File: config.mk
export PLATFORM = sky130hd
export DESIGN_NAME = nbtc_ctrl
export DESIGN_NICKNAME = d
export VERILOG_FILES = /design/src/nbtc_pkg.sv /design/src/nbtc_ctrl.sv
export SDC_FILE = /design/constraint.sdc
export NUM_CORES = 1
export LEC_CHECK = 0
export BUFFER_PORTS_ARGS = -buffer_cell sky130_fd_sc_hd__buf_2
export CAP_MARGIN = 20
export CORE_MARGIN = 2
export CORE_UTILIZATION = 30
export CTS_CLUSTER_SIZE = 8
export DETAILED_ROUTE_END_ITERATION = 10
export SETUP_SLACK_MARGIN = 0.02
export SLEW_MARGIN = 20
export SYNTH_ARGS = -nofsm -noshare
export SYNTH_HDL_FRONTEND = slang
export SYNTH_SLANG_ARGS = --single-unit
File: constraint.sdc
create_clock -name i_clk -period 1.8 [get_ports i_clk]
set_input_delay 0.36 -clock i_clk [delete_from_list [all_inputs] [get_ports i_clk]]
set_output_delay 0.36 -clock i_clk [all_outputs]
set_load 0.1 [all_outputs]
File: src/nbtc_pkg.sv
// Shared types, constants and helper functions for the token classifier.
package nbtc_pkg;

    localparam int KEY_BYTES = 63;
    localparam int NUM_KEYS  = 256;
    localparam int IDX_W     = 8;
    localparam int CNT_W     = 9;
    localparam int LEN_W     = 6;
    localparam int KADDR_W   = IDX_W + LEN_W;

    localparam logic [1:0] REQ_CLEAR  = 2'd0;
    localparam logic [1:0] REQ_KEY    = 2'd1;
    localparam logic [1:0] REQ_COMMIT = 2'd2;
    localparam logic [1:0] REQ_CLASS  = 2'd3;

    localparam logic [1:0] ST_CLASSIFIED = 2'd0;
    localparam logic [1:0] ST_ADDED      = 2'd1;
    localparam logic [1:0] ST_DUPLICATE  = 2'd2;
    localparam logic [1:0] ST_FULL       = 2'd3;

    localparam logic signed [15:0] LOG_ZERO = 16'sh8000;
    localparam logic signed [15:0] LOG_MAX  = 16'sh7FFF;

    // controller -> datapath
    typedef struct packed {
        logic       accept;
        logic       srch_start;
        logic       src_tok;
        logic       idx_inc;
        logic       pos_inc;
        logic       hit_acc;
        logic       tok_clr;
        logic       copy_wr;
        logic       commit;
        logic       pend_clr;
        logic       out_load;
        logic [1:0] status;
    } t_dp_cmd;

    // datapath -> controller
    typedef struct packed {
        logic [1:0] req;
        logic       fin;
        logic       last;
        logic       idx_end;
        logic       len_eq;
        logic       tgt_zero;
        logic       byte_eq;
        logic       pos_last;
        logic       full;
        logic       copy_done;
        logic       out_free;
    } t_dp_stat;

    // Saturating add in the log domain; the zero code is sticky.
    function automatic logic signed [15:0] log_add(input logic signed [15:0] a,
                                                   input logic signed [15:0] b);
        logic signed [16:0] s;
        s = 17'(a) + 17'(b);
        if (a == LOG_ZERO || b == LOG_ZERO)
            return LOG_ZERO;
        else if (s < 17'(LOG_ZERO))
            return LOG_ZERO;
        else if (s > 17'(LOG_MAX))
            return LOG_MAX;
        else
            return s[15:0];
    endfunction

    function automatic logic is_tok_char(input logic [7:0] c);
        return (c >= "A" && c <= "Z") || (c >= "a" && c <= "z") ||
               (c >= "0" && c <= "9") || (c == "%");
    endfunction

    function automatic logic [7:0] to_lower(input logic [7:0] c);
        return (c >= "A" && c <= "Z") ? c + 8'd32 : c;
    endfunction

endpackage

File: src/nbtc_ctrl.sv
// Sequencer for the token classifier: decode, table search, key copy, result.
module nbtc_ctrl (
    input  logic                i_clk,
    input  logic                i_rst_n,
    input  logic                i_in_valid,
    output logic                o_in_ready,
    input  nbtc_pkg::t_dp_stat  i_stat,
    output nbtc_pkg::t_dp_cmd   o_cmd
);

    localparam logic [2:0] S_IDLE   = 3'd0;
    localparam logic [2:0] S_DECIDE = 3'd1;
    localparam logic [2:0] S_SRCH   = 3'd2;
    localparam logic [2:0] S_CMP    = 3'd3;
    localparam logic [2:0] S_COPY   = 3'd4;
    localparam logic [2:0] S_RESULT = 3'd5;

    logic [2:0] r_state, n_state;
    logic [1:0] r_status, n_status;
    logic       hit, miss;

    assign o_in_ready = (r_state == S_IDLE);

    always_comb begin
        n_state  = r_state;
        n_status = r_status;
        o_cmd    = '0;
        o_cmd.status = r_status;
        hit  = 1'b0;
        miss = 1'b0;
        case (r_state)
            S_IDLE: begin
                if (i_in_valid) begin
                    o_cmd.accept = 1'b1;
                    n_state      = S_DECIDE;
                end
            end
            S_DECIDE: begin
                case (i_stat.req)
                    nbtc_pkg::REQ_COMMIT: begin
                        o_cmd.srch_start = 1'b1;
                        n_state          = S_SRCH;
                    end
                    nbtc_pkg::REQ_CLASS: begin
                        if (i_stat.fin) begin
                            o_cmd.srch_start = 1'b1;
                            o_cmd.src_tok    = 1'b1;
                            n_state          = S_SRCH;
                        end else if (i_stat.last) begin
                            n_status = nbtc_pkg::ST_CLASSIFIED;
                            n_state  = S_RESULT;
                        end else begin
                            n_state = S_IDLE;
                        end
                    end
                    default: n_state = S_IDLE;
                endcase
            end
            S_SRCH: begin
                if (i_stat.idx_end)
                    miss = 1'b1;
                else if (!i_stat.len_eq)
                    o_cmd.idx_inc = 1'b1;
                else if (i_stat.tgt_zero)
                    hit = 1'b1;
                else
                    n_state = S_CMP;
            end
            S_CMP: begin
                if (!i_stat.byte_eq) begin
                    o_cmd.idx_inc = 1'b1;
                    n_state       = S_SRCH;
                end else if (i_stat.pos_last) begin
                    hit = 1'b1;
                end else begin
                    o_cmd.pos_inc = 1'b1;
                end
            end
            S_COPY: begin
                if (i_stat.copy_done) begin
                    o_cmd.commit = 1'b1;
                    n_status     = nbtc_pkg::ST_ADDED;
                    n_state      = S_RESULT;
                end else begin
                    o_cmd.copy_wr = 1'b1;
                    o_cmd.pos_inc = 1'b1;
                end
            end
            S_RESULT: begin
                if (i_stat.out_free) begin
                    o_cmd.out_load = 1'b1;
                    o_cmd.pend_clr = (i_stat.req == nbtc_pkg::REQ_COMMIT);
                    n_state        = S_IDLE;
                end
            end
            default: n_state = S_IDLE;
        endcase

        if (hit || miss) begin
            if (i_stat.req == nbtc_pkg::REQ_COMMIT) begin
                if (hit) begin
                    n_status = nbtc_pkg::ST_DUPLICATE;
                    n_state  = S_RESULT;
                end else if (i_stat.full) begin
                    n_status = nbtc_pkg::ST_FULL;
                    n_state  = S_RESULT;
                end else begin
                    // restart position counter for the copy sweep
                    o_cmd.srch_start = 1'b1;
                    n_state          = S_COPY;
                end
            end else begin
                o_cmd.hit_acc = hit;
                o_cmd.tok_clr = 1'b1;
                if (i_stat.last) begin
                    n_status = nbtc_pkg::ST_CLASSIFIED;
                    n_state  = S_RESULT;
                end else begin
                    n_state = S_IDLE;
                end
            end
        end
    end

    always_ff @(posedge i_clk) begin
        if (!i_rst_n) begin
            r_state  <= S_IDLE;
            r_status <= nbtc_pkg::ST_CLASSIFIED;
        end else begin
            r_state  <= n_state;
            r_status <= n_status;
        end
    end

endmodule

## Yosys cells after proc, flatten, opt, wreduce, memory -nomap -nowiden

Cells that the tools add are included.

| cells by class | value |
|---|---|
| equal/unequal tests | 14 |
| mux-type cells | 57 |
| reduce and logical (&&, ||, !) cells | 3 |

Operators by type and width:

| kind | count |
|---|---|
| 3-bit 2-to-1 mux | 11 |
| 2-bit 2-to-1 mux | 16 |
| 1-bit 2-to-1 mux | 23 |
| 3-bit inequality test (second input constant) | 6 |
| 3-bit case mux with 6 select lines | 1 |
| 1-bit case mux with 2 select lines | 4 |
| 7-bit AND reduction | 1 |
| 3-bit by 2-bit == test with 1-bit output (second input constant) | 2 |
| 3-bit == test (second input constant) | 2 |
| 3-bit case mux with 2 select lines | 1 |
| 2-bit == test (second input constant) | 2 |
| 2-bit case mux with 2 select lines | 1 |
| 3-bit by 1-bit == test with 1-bit output (second input constant) | 1 |
| 3-bit logical NOT | 1 |
| 3-bit by 2-bit inequality test with 1-bit output (second input constant) | 1 |
| 1-bit logical OR | 1 |

| word-level totals | value |
|---|---|
| register bits after elaboration | 5 |
| input bits | 15 |
| output and inout port bits | 14 |

## Depth between registers and ports, before layout

Gate-level depths: netlist of run 1.

| logic depth | value |
|---|---|
| word-level depth | 8 |
| depth in mapped cells | 7 |
| gate-level depth less buffers | 5 |

## Least setup slack after synthesis of run 1

OpenSTA, ideal clock, no wires.

| path | value |
|---|---|
| path kind | register to output |
| from | register r_state[0] |
| to | output port o_cmd[11] (netlist name) |
| data arrival time | 3795 ps |
| required time | 1440 ps |
| path slack | -2355 ps |
| stages on the path, launching flop included | 4 |
| buffers on the path | 2 |
| path through | dfxtp_1 > buf_6 > clkbuf_1 > o41ai_1 |

RTL lines:

| item | RTL line | RTL |
|---|---|---|
| from (decl) | nbtc_ctrl.sv:18 | `logic [2:0] r_state, n_state;` |
| from (signal assigned) | nbtc_ctrl.sv:130 | `r_state <= n_state;` |
| to (decl) | nbtc_ctrl.sv:8 | `output nbtc_pkg::t_dp_cmd o_cmd` |

==> results of run 1 <==
-- routing by layer --
| metal | vias up | wire length (µm) |
|---|---|---|
| met5 | - | 0 |
| met4 | 0 | 17 |
| met3 | 2 | 73 |
| met2 | 22 | 942 |
| met1 | 369 | 888 |
| li1 | 399 | - |
-- kinds of logic after synthesis --
group,count (synthesis),share of synthesized area (%)
simple gates,38,40.43
buf+inv,10,9.129
compound gates,27,33.04
flops,5,17.39
-- power by group --
part | internal [mW] | leakage (nW) | switching [mW]
clock network | 0.0837 | 0.0150 | 0.0440
logic | 0.344 | 0.470 | 0.470
registers | 0.132 | 0.0425 | 0.0332
-- final cells by class --
type	instances	area, µm²
multi-input cells	65	579.3
clock buffers	4	26.28
inverters	6	22.52
flip-flops and latches	5	108.9
fillers	166	544.3
well taps	25	31.28
repair buffers	45	451.7
-- per-stage QoR --
stage                      TNS (ns)  total power, mW  util [%]  hold slack (ns)
after global placement            0           0.9197     63.05           0.4788
final                     -0.001215            1.107     69.15           0.3859
after floorplan              -2.522           0.6969         -           0.4738
after global routing       -0.09036            1.162     69.15           0.3929
after CTS                         0            1.090     66.95           0.3738
after detailed placement          0           0.9274     63.05           0.5089
-- state kept, by name, summed over array words and instances (netlist names) --
| register | cells |
|---|---|
| r_state | 3 |
| r_status | 2 |
-- repair_timing --
item / 4_1_cts / 5_1_grt
resized for setup: 10 / 5
setup buffers: 2 / 2
pin swaps: 2 / 3
endpoints found under the setup margin: 9 / 11
-- cells in the mapped netlist, types with 2 or more instances --
| cell | count |
|---|---|
| inv_1 | 6 |
| nor3b_1 | 2 |
| o21ai_0 | 4 |
| or2b_2 | 2 |
| dfxtp_1 | 5 |
| nor2_1 | 6 |
| a31oi_1 | 2 |
| o22ai_1 | 4 |
| nand2_1 | 9 |
| nor3_1 | 3 |
| nand4_1 | 2 |
| buf_4 | 2 |
| a21oi_1 | 5 |
| and2_1 | 2 |
| nor2b_1 | 2 |
-- worst max-delay path: stages (launching register included) --
cell	delay [ns]
dfxtp_4	0.38
nor4bb_1	0.36
a31oi_2	0.14
nor2_4	0.14
buf_12	0.18
-- worst paths after layout --
| path | from | to | slack, ns | cells after the start |
|---|---|---|---|---|
| setup / recovery | r_state[0] | o_cmd[7] | -0.001 | 4 |
| hold / removal | i_rst_n | r_status[1] | 0.39 | 3 |
| setup reg to reg | r_state[0] | r_state[2] | 0.07 | 5 |
| hold reg to reg | r_status[1] | r_status[1] | 0.52 | 2 |
-- cells in the final DEF (no fill, tap or decap), types with 4 or more instances in the layout --
cell type	count
buf_12	12
buf_2	16
inv_1	6
buf_4	16
a21oi_1	4
nand2_1	7
o22ai_1	4
==> flow_metrics.tcl, run 1 <==
set metrics [dict create \
    gp_congestion 0.8923 \
    post-place-ws_ns 0.04419 \
    final-hold-violation-count 0 \
    synth.avg_cell_area_um2 7.194 \
    yosysTopAreaCellShare_pct 17.39 \
    drt_iter0_drc 23 \
    cts_made_buffers 3 \
    io_buffer_count 28 \
    cts_hold_buf 0 \
    cts_tree "built" \
    maxCapViolations 0 \
    grt_start_max_net_pins 11 \
    setup_viol 1 \
    vdd_drop_max_mv 0.6724 \
    clock_sinks 5 \
    tightest_slew_ns 0.4849 \
    use_met2_pct 30.13 \
    synth_nets 95 \
    crit_fanout 10 \
    timing.final.crit_share_pct 100.1 \
    ant_nets 0 \
    holdCritPathClass "in2reg" \
    synth_async_sr_flop_share_pct 0 \
    drtPass1Iterations 4 \
    setup_slack_ns -0.001215 \
    antenna_found_initial 0 \
    period_needed_ns 1.801 \
    ys_ff_latch 5 \
    ys_types 39 \
    routedWlPerCell_um 12.81 \
    status "complete, but fails checks" \
    grt_pass1_vias 738 \
    placed_cells 142 \
    nNetsFinal 141 \
    yosys_warnings 0 \
    clk_latency_ns 0.24 \
    grt_usage_pct 18.43 \
    powerDensity_mw_per_mm2 907.5 \
    finalMaxSlewViolations 0 \
    worst_ep_arrival_time_ns 1.44 \
    synth_area_leaders "dfxtp_1 (17%), nand2_1 (5.9%), a21oi_1 (4.3%)" \
    fp.dieArea_mm2 0.002285 \
    synthCells 80 \
    io_pins 29 \
    syn2layout_area_growth_pct 112.0 \
    vias 792 \
    cts_max_level 1 \
    totalWireLength_um 1921 \
    num_antenna_cells 0 \
    grt_overflow 0 \
    cp-end-kind "primary output" \
    design.core.area_mm2 0.001764 \
    rows 15 \
    use_met3_pct 4.528 \
    dp_hpwl_um 1595 \
    viasPerCell 5.280 \
    p_leak_nw 0.5271 \
    cts_buffer_depth 2 \
    clk_pin_slew_ns 0.04 \
    die_h_um 47.80 \
    grt_pass1_wl_um 3001 \
    fin_skew_ns 0.0004574 \
    violations "negative setup slack" \
    layout-drive-gt1-share_pct 61.60 \
    worstSetupPathType "reg2out" \
    start_util_pct 32.62 \
    synth_top_cell_by_area "dfxtp_1" \
    synth_edf_count 0 \
    rsz0062_at_grt "yes" \
    stdcell_area_mm2 0.001220 \
    slew_headroom_pct 67.89 \
    met1_usage_pct 24.15 \
    fmaxAchievable_mhz 555.2 \
    ys.flop_type "dfxtp_1" \
    top_usage_layer "met2" \
    clock-root-buffer "clkbuf_4" \
    synth.cell_area_um2 575.6 \
    start_kind "register" \
    die_w_um 47.80 \
    final_cells 150 \
    crit_required_ns 1.44 \
    placed_area_mm2 0.001112 \
    synth.yosys.seq_area_share_pct 17.39 \
    drc 0 \
]
Note: power is estimated with default switching activity, not from simulation.
==> run 2: changes to the inputs <==
ABC_AREA = 1   (was not set)
CORE_ASPECT_RATIO = 1.1   (was not set)
clock period = 1.58 ns   (was 1.8 ns; I/O delays follow)
==> run 2 against run 1 <==
The flow still finishes with violations (negative setup slack); combinational power grew to 2.5 times the previous value; count of clock-buffer cells in the layout is the same; total power is 130% higher; critical path depth rose by 5; die area grew 9.4%; largest cell class unchanged; routed wire length up 44%; design area increased by 23%; register-to-register slack got worse by 0.11 ns; worst hold slack worse by 0.041 ns; via count up 26%; global-route usage increased by 4.6 points.
==> flow_metrics.tcl, run 2 <==
set metrics [dict create \
    status "complete, but fails checks" \
    violations "negative setup slack" \
    crit_required_ns 1.26 \
    maxCapViolations 0 \
    n_fill_cell 147 \
    synth-adder-area-share_pct 0 \
    crit_fanout 5 \
    die_w_um 47.85 \
    worst-path-buf-inv 2 \
    hold_end "r_state[1]" \
    timing.hold.ws_ns 0.3453 \
    setup_slack_ns -0.2377 \
    worstPathCellList "inv_6, nand2_4, nor2_4, nand2_2, nand3_2, o21ai_2, nand2_4, nand2_8, buf_12" \
    totalWireLength_um 2770 \
    setup_viol 15 \
    p_leak_nw 0.7608 \
    synth_compound_area_share_pct 10.26 \
    cp-end-kind "primary output" \
    ys_ff_latch 5 \
    cts_buffer_depth 2 \
    ys.flop_type "dfxtp_1" \
    rows 17 \
    holdCritPathClass "in2reg" \
    yosys.area_share.simple_pct 63.31 \
    ant_nets 0 \
    drtPass1Iterations 4 \
    slew_headroom_pct 68.67 \
    reg2reg_slack_ns -0.04 \
    synth_nets 121 \
    synth_edf_count 0 \
    period_needed_ns 1.818 \
    synthMuxAreaShare_pct 0 \
    multiInputGateArea_um2 635.6 \
    die_h_um 52.23 \
    num_antenna_cells 0 \
    synth.avg_cell_area_um2 5.985 \
    grt_overflow 0 \
    r2r_cells 10 \
    synth_xor_xnor_area_share_pct 0 \
    viasPerCell 4.901 \
    yosys_warnings 0 \
    start_util_pct 31.73 \
    fin_util_pct 75.09 \
    routedWlPerCell_um 13.65 \
    crit_family "simple AND/OR/NAND/NOR gates" \
    synth_top_cell_by_area "dfxtp_1" \
    drc 0 \
    top_register "r_state" \
    io_buffer_count 28 \
    gp_congestion 0.8562 \
    ys_types 23 \
    mostFrequentLayoutCell "buf_4" \
    setup_tns_ns -1.694 \
    cts_max_level 1 \
    largest_register_ffs 3 \
    tightest_slew_ns 0.4650 \
    fin_skew_ns 0.006196 \
    ys_top_cells_by_count "nand2_1 (23), nor2_1 (16), inv_1 (15)" \
    io_pins 29 \
    clock-root-buffer "clkbuf_4" \
    worstSetupPathType "reg2out" \
    cp_common_cell "nand2_4" \
    layout-drive-gt1-share_pct 65.71 \
    fmaxAchievable_mhz 550.2 \
    clk_latency_ns 0.25 \
    regArea_um2 111.4 \
    cts_tree "built" \
    start_kind "register" \
    drt_iter0_drc 14 \
    vias 995 \
    powerDensity_mw_per_mm2 1664 \
    synth_area_leaders "dfxtp_1 (16%), nand2_1 (14%), nor2_1 (9.5%)" \
    antenna_found_initial 0 \
    rsz0062_at_grt "yes" \
    clock_sinks 5 \
    grt_usage_pct 23.02 \
    final_cells 203 \
    rr_startpoint "r_state[1]" \
    worst_ep_arrival_time_ns 1.50 \
    synth.yosys.seq_area_share_pct 15.78 \
    yosysTopAreaCellShare_pct 15.78 \
    fp.dieArea_mm2 0.002499 \
    nNetsFinal 191 \
    slowest_delay_ns 0.40 \
    r2r-end "r_status[1]" \
    grt_pass1_wl_um 4181 \
    synth_async_sr_flop_share_pct 0 \
    design.core.area_mm2 0.001999 \
    cp_slowest_cell "dfxtp_4" \
    vdd_drop_max_mv 1.621 \
    p_total_mw 2.498 \
    largestRegisters "r_state (3), r_status (2)" \
    finalMaxSlewViolations 0 \
    cts_made_buffers 3 \
    clk_pin_slew_ns 0.05 \
    final-hold-violation-count 0 \
    synth_top_family_by_area "simple AND/OR/NAND/NOR gates" \
    dp_hpwl_um 1710 \
    synthCells 106 \
    synth.cell_area_um2 634.4 \
    worstHoldStart "i_rst_n" \
    synth_most_common_cell "nand2_1" \
    worstHoldPathCells 3 \
    grt_pass1_vias 1016 \
    syn2layout_area_growth_pct 136.7 \
    layout_common_cells "buf_4 (33), nand2_1 (16), buf_2 (16), buf_12 (12), inv_1 (11)" \
    timing.final.crit_share_pct 115.0 \
    grt_start_max_net_pins 8 \
    placed_cells 178 \
]
## run 2: changes by cell type after synthesis, sizes merged, moves of 3 or more
| cell | before | now |
|---|---|---|
| nand3 | 0 | 15 |
| a21oi | 5 | 2 |
| o21ai | 4 | 7 |
| nor2 | 6 | 21 |
| inv | 6 | 18 |
| buf | 3 | 0 |
| o22ai | 4 | 0 |
| nand2 | 9 | 28 |
## run 2: worst max-delay path by stage
stage               startpoint         to  slack, ns  cells past startpoint
finish              r_state[2]  o_cmd[11]      -0.24                      9
global route        r_state[2]  o_cmd[11]      -0.27                      9
CTS                 r_state[2]   o_cmd[7]      -0.17                      7
detailed placement   i_stat[3]  o_cmd[11]      -0.07                      9
global placement     i_stat[7]  o_cmd[11]      -0.05                      9
floorplan           i_stat[11]   o_cmd[3]      -0.20                      4
## run 2: metrics by stage
stage | setup WS (ns) | cell area, µm²
after CTS | -0.1689 | 1421
final | -0.2377 | 1501
after floorplan | -0.1972 | 750.7
after global routing | -0.2749 | 1501
after detailed placement | -0.07466 | 1226
after global placement | -0.04755 | 1226
## run 2: layer usage
metal  vias up  track usage, %  routed length (µm)
met4         0           10.36                  89
met5         -               0                   0
met3         8           6.552                 119
met2        35           41.11                1470
met1       471           23.54                1091
li1        481               -                   -
## run 2: cell families (layout without fill, tap and decap cells)
family                 count (synthesis)  in the layout
AND/OR/NAND/NOR                       72             72
buffers and inverters                 18             87
AO/OA/AOI/OAI                         11             11
flip-flops                             5              5
## run 2: final cells by class
type                    count  area share [%]
clock buffers               4           1.750
repair buffers             65           40.83
well taps                  28           2.333
flip-flops and latches      5           7.417
inverters                  18           5.333
multi-input cells          83           42.33
## run 2: worst register-to-register path: cells and delay by family, from the launching register on
| kind | cells | cell delay, ns |
|---|---|---|
| buffers and inverters | 4 | 0.47 |
| DFF | 1 | 0.39 |
| and+or+nand+nor | 4 | 0.40 |
| AOI/OAI and AO/OA | 2 | 0.27 |
## run 2: repair_timing
action | CTS | global route
gates resized for setup | 21 | 6
setup endpoints to repair | 12 | 15
buffers inserted | 14 | 9
hold endpoints to repair | 0 | 0
hold buffers | 0 | 0
pin swaps | 12 | 12
## run 2: where the power goes
group | internal, mW | switching [mW]
clock network | 0.0958 | 0.0575
logic | 0.854 | 1.21
registers | 0.184 | 0.0952
total | 1.13 | 1.36
==> run 3: changes to the inputs <==
ABC_AREA = not set   (was 1)
==> run 3 against run 2 <==
The flow still finishes with violations (negative setup slack); cell count fell by 26%; clock skew shrank 0.0029 ns; fmax increased by 5.0%; worst hold slack lost 0.0037 ns; non-clock buffer count is 12 lower; flip-flop and latch count stayed put; core utilization down 1.6 points.
==> flow_metrics.tcl, run 3 (synthesized netlist as in run 1, its figures left out) <==
set metrics [dict create \
    fp.dieArea_mm2 0.002285 \
    clock-root-buffer "clkbuf_4" \
    vias 837 \
    syn2layout_area_growth_pct 130.0 \
    holdCritPathClass "in2reg" \
    cts_tree "built" \
    setup_viol 15 \
    drt_iter0_drc 11 \
    grt_pass1_wl_um 3491 \
    clock_sinks 5 \
    num_antenna_cells 0 \
    largest_register_ffs 3 \
    period_needed_ns 1.730 \
    rsz0062_at_grt "yes" \
    met1_usage_pct 26.16 \
    dp_hpwl_um 1610 \
    worst_ep_arrival_time_ns 1.41 \
    start_util_pct 31.94 \
    use_met2_pct 31.92 \
    setup_slack_ns -0.1504 \
    p_total_mw 1.393 \
    crit_fanout 6 \
    layout-drive-gt1-share_pct 65.41 \
    cts_hold_buf 0 \
    worstSetupPathType "reg2out" \
    fin_skew_ns 0.003297 \
    grt_start_max_net_pins 8 \
    final-hold-violation-count 0 \
    rows 16 \
    viasPerCell 5.543 \
    p_leak_nw 0.5737 \
    vdd_drop_max_mv 0.9065 \
    io_pins 29 \
    timing.final.crit_share_pct 109.5 \
    drc 0 \
    violations "negative setup slack" \
    status "complete, but fails checks" \
    slew_headroom_pct 67.85 \
    cts_made_buffers 3 \
    io_buffer_count 28 \
    finalMaxSlewViolations 0 \
    start_kind "register" \
    largestRegisters "r_state (3), r_status (2)" \
    use_met3_pct 3.297 \
    fin_util_pct 73.47 \
    maxCapViolations 0 \
    ant_nets 0 \
    antenna_found_initial 0 \
    nNetsFinal 149 \
    die_h_um 49.94 \
    top_usage_layer "met2" \
    crit_required_ns 1.26 \
    mostFrequentLayoutCell "buf_4" \
    drtPass1Iterations 4 \
    layout_common_cells "buf_4 (19), buf_2 (16), buf_12 (12), nand2_1 (7), inv_1 (6)" \
    routedWlPerCell_um 14.48 \
    top_register "r_state" \
    cts_buffer_depth 2 \
    grt_overflow 0 \
    totalWireLength_um 2186 \
    fmaxAchievable_mhz 577.9 \
    clk_latency_ns 0.24 \
    tightest_slew_ns 0.4855 \
    die_w_um 45.76 \
    cts_max_level 1 \
    clk_pin_slew_ns 0.04 \
    grt_pass1_vias 808 \
    gp_congestion 0.8029 \
    grt_usage_pct 20.07 \
    powerDensity_mw_per_mm2 1052 \
    cp-end-kind "primary output" \
    design.core.area_mm2 0.001802 \
]
[run 3: cell types whose count changed in the layout (fill, tap and decap cells not counted), sizes merged, moves of 3 or more]
cell and change:
nand2 -19, nand3 -15, nor2 -15, inv -12, o21ai -3, o22ai +4, a21oi +3, buf -12
[run 3: path summary, 6_finish.rpt]
kind | end | slack, ns | cells after the start | from
max reg2reg | r_state[2] | -0.11 | 6 | r_state[0]
min | r_status[1] | 0.34 | 3 | i_rst_n
min reg2reg | r_status[1] | 0.49 | 2 | r_status[1]
max | o_cmd[8] | -0.15 | 5 | r_state[0]
[run 3: layer usage]
layer | vias to the layer above | routed length (µm)
met4 | 0 | 45
met2 | 24 | 1173
met3 | 4 | 83
met1 | 398 | 883
met5 | - | 0
li1 | 411 | -
[run 3: final cells by class]
type                    count  area (µm²)
multi-input cells          65       609.3
flip-flops and latches      5       108.9
well taps                  18       22.52
fillers                   131       478.0
clock buffers               4       26.28
inverters                   6       22.52
repair buffers             53       534.3
[run 3: power by group]
part	switching (mW)	internal, mW	leakage (nW)	total, mW
clock	0.0464	0.0951	0.0150	0.141
combinational	0.589	0.483	0.516	1.07
sequential	0.0297	0.150	0.0425	0.179
[run 3: worst max-delay path: stages, from the launching register on]
cell and delay [ns]:
dfxtp_4 0.37, buf_6 0.14, buf_8 0.13, nor3_4 0.23, a41o_4 0.14, buf_12 0.17
[run 3: timing repair]
item / in CTS / in global routing
gates resized for setup: 20 / 7
pin swaps: 7 / 9
setup buffers: 5 / 3
setup endpoints to repair: 15 / 16
[run 3: metrics by stage]
step | TNS (ns) | area (µm²) | hold WS, ns | cells | setup slack (ns)
finish | -1.397 | 1324 | 0.3416 | 151 | -0.1504
global route | -2.306 | 1324 | 0.3477 | 151 | -0.2210
detailed placement | -0.1399 | 1141 | 0.4923 | 139 | -0.05950
CTS | -1.224 | 1269 | 0.3346 | 148 | -0.1628
global placement | -0.07567 | 1141 | 0.4896 | 139 | -0.03270
floorplan | -5.101 | 721.9 | 0.4298 | 80 | -0.6569
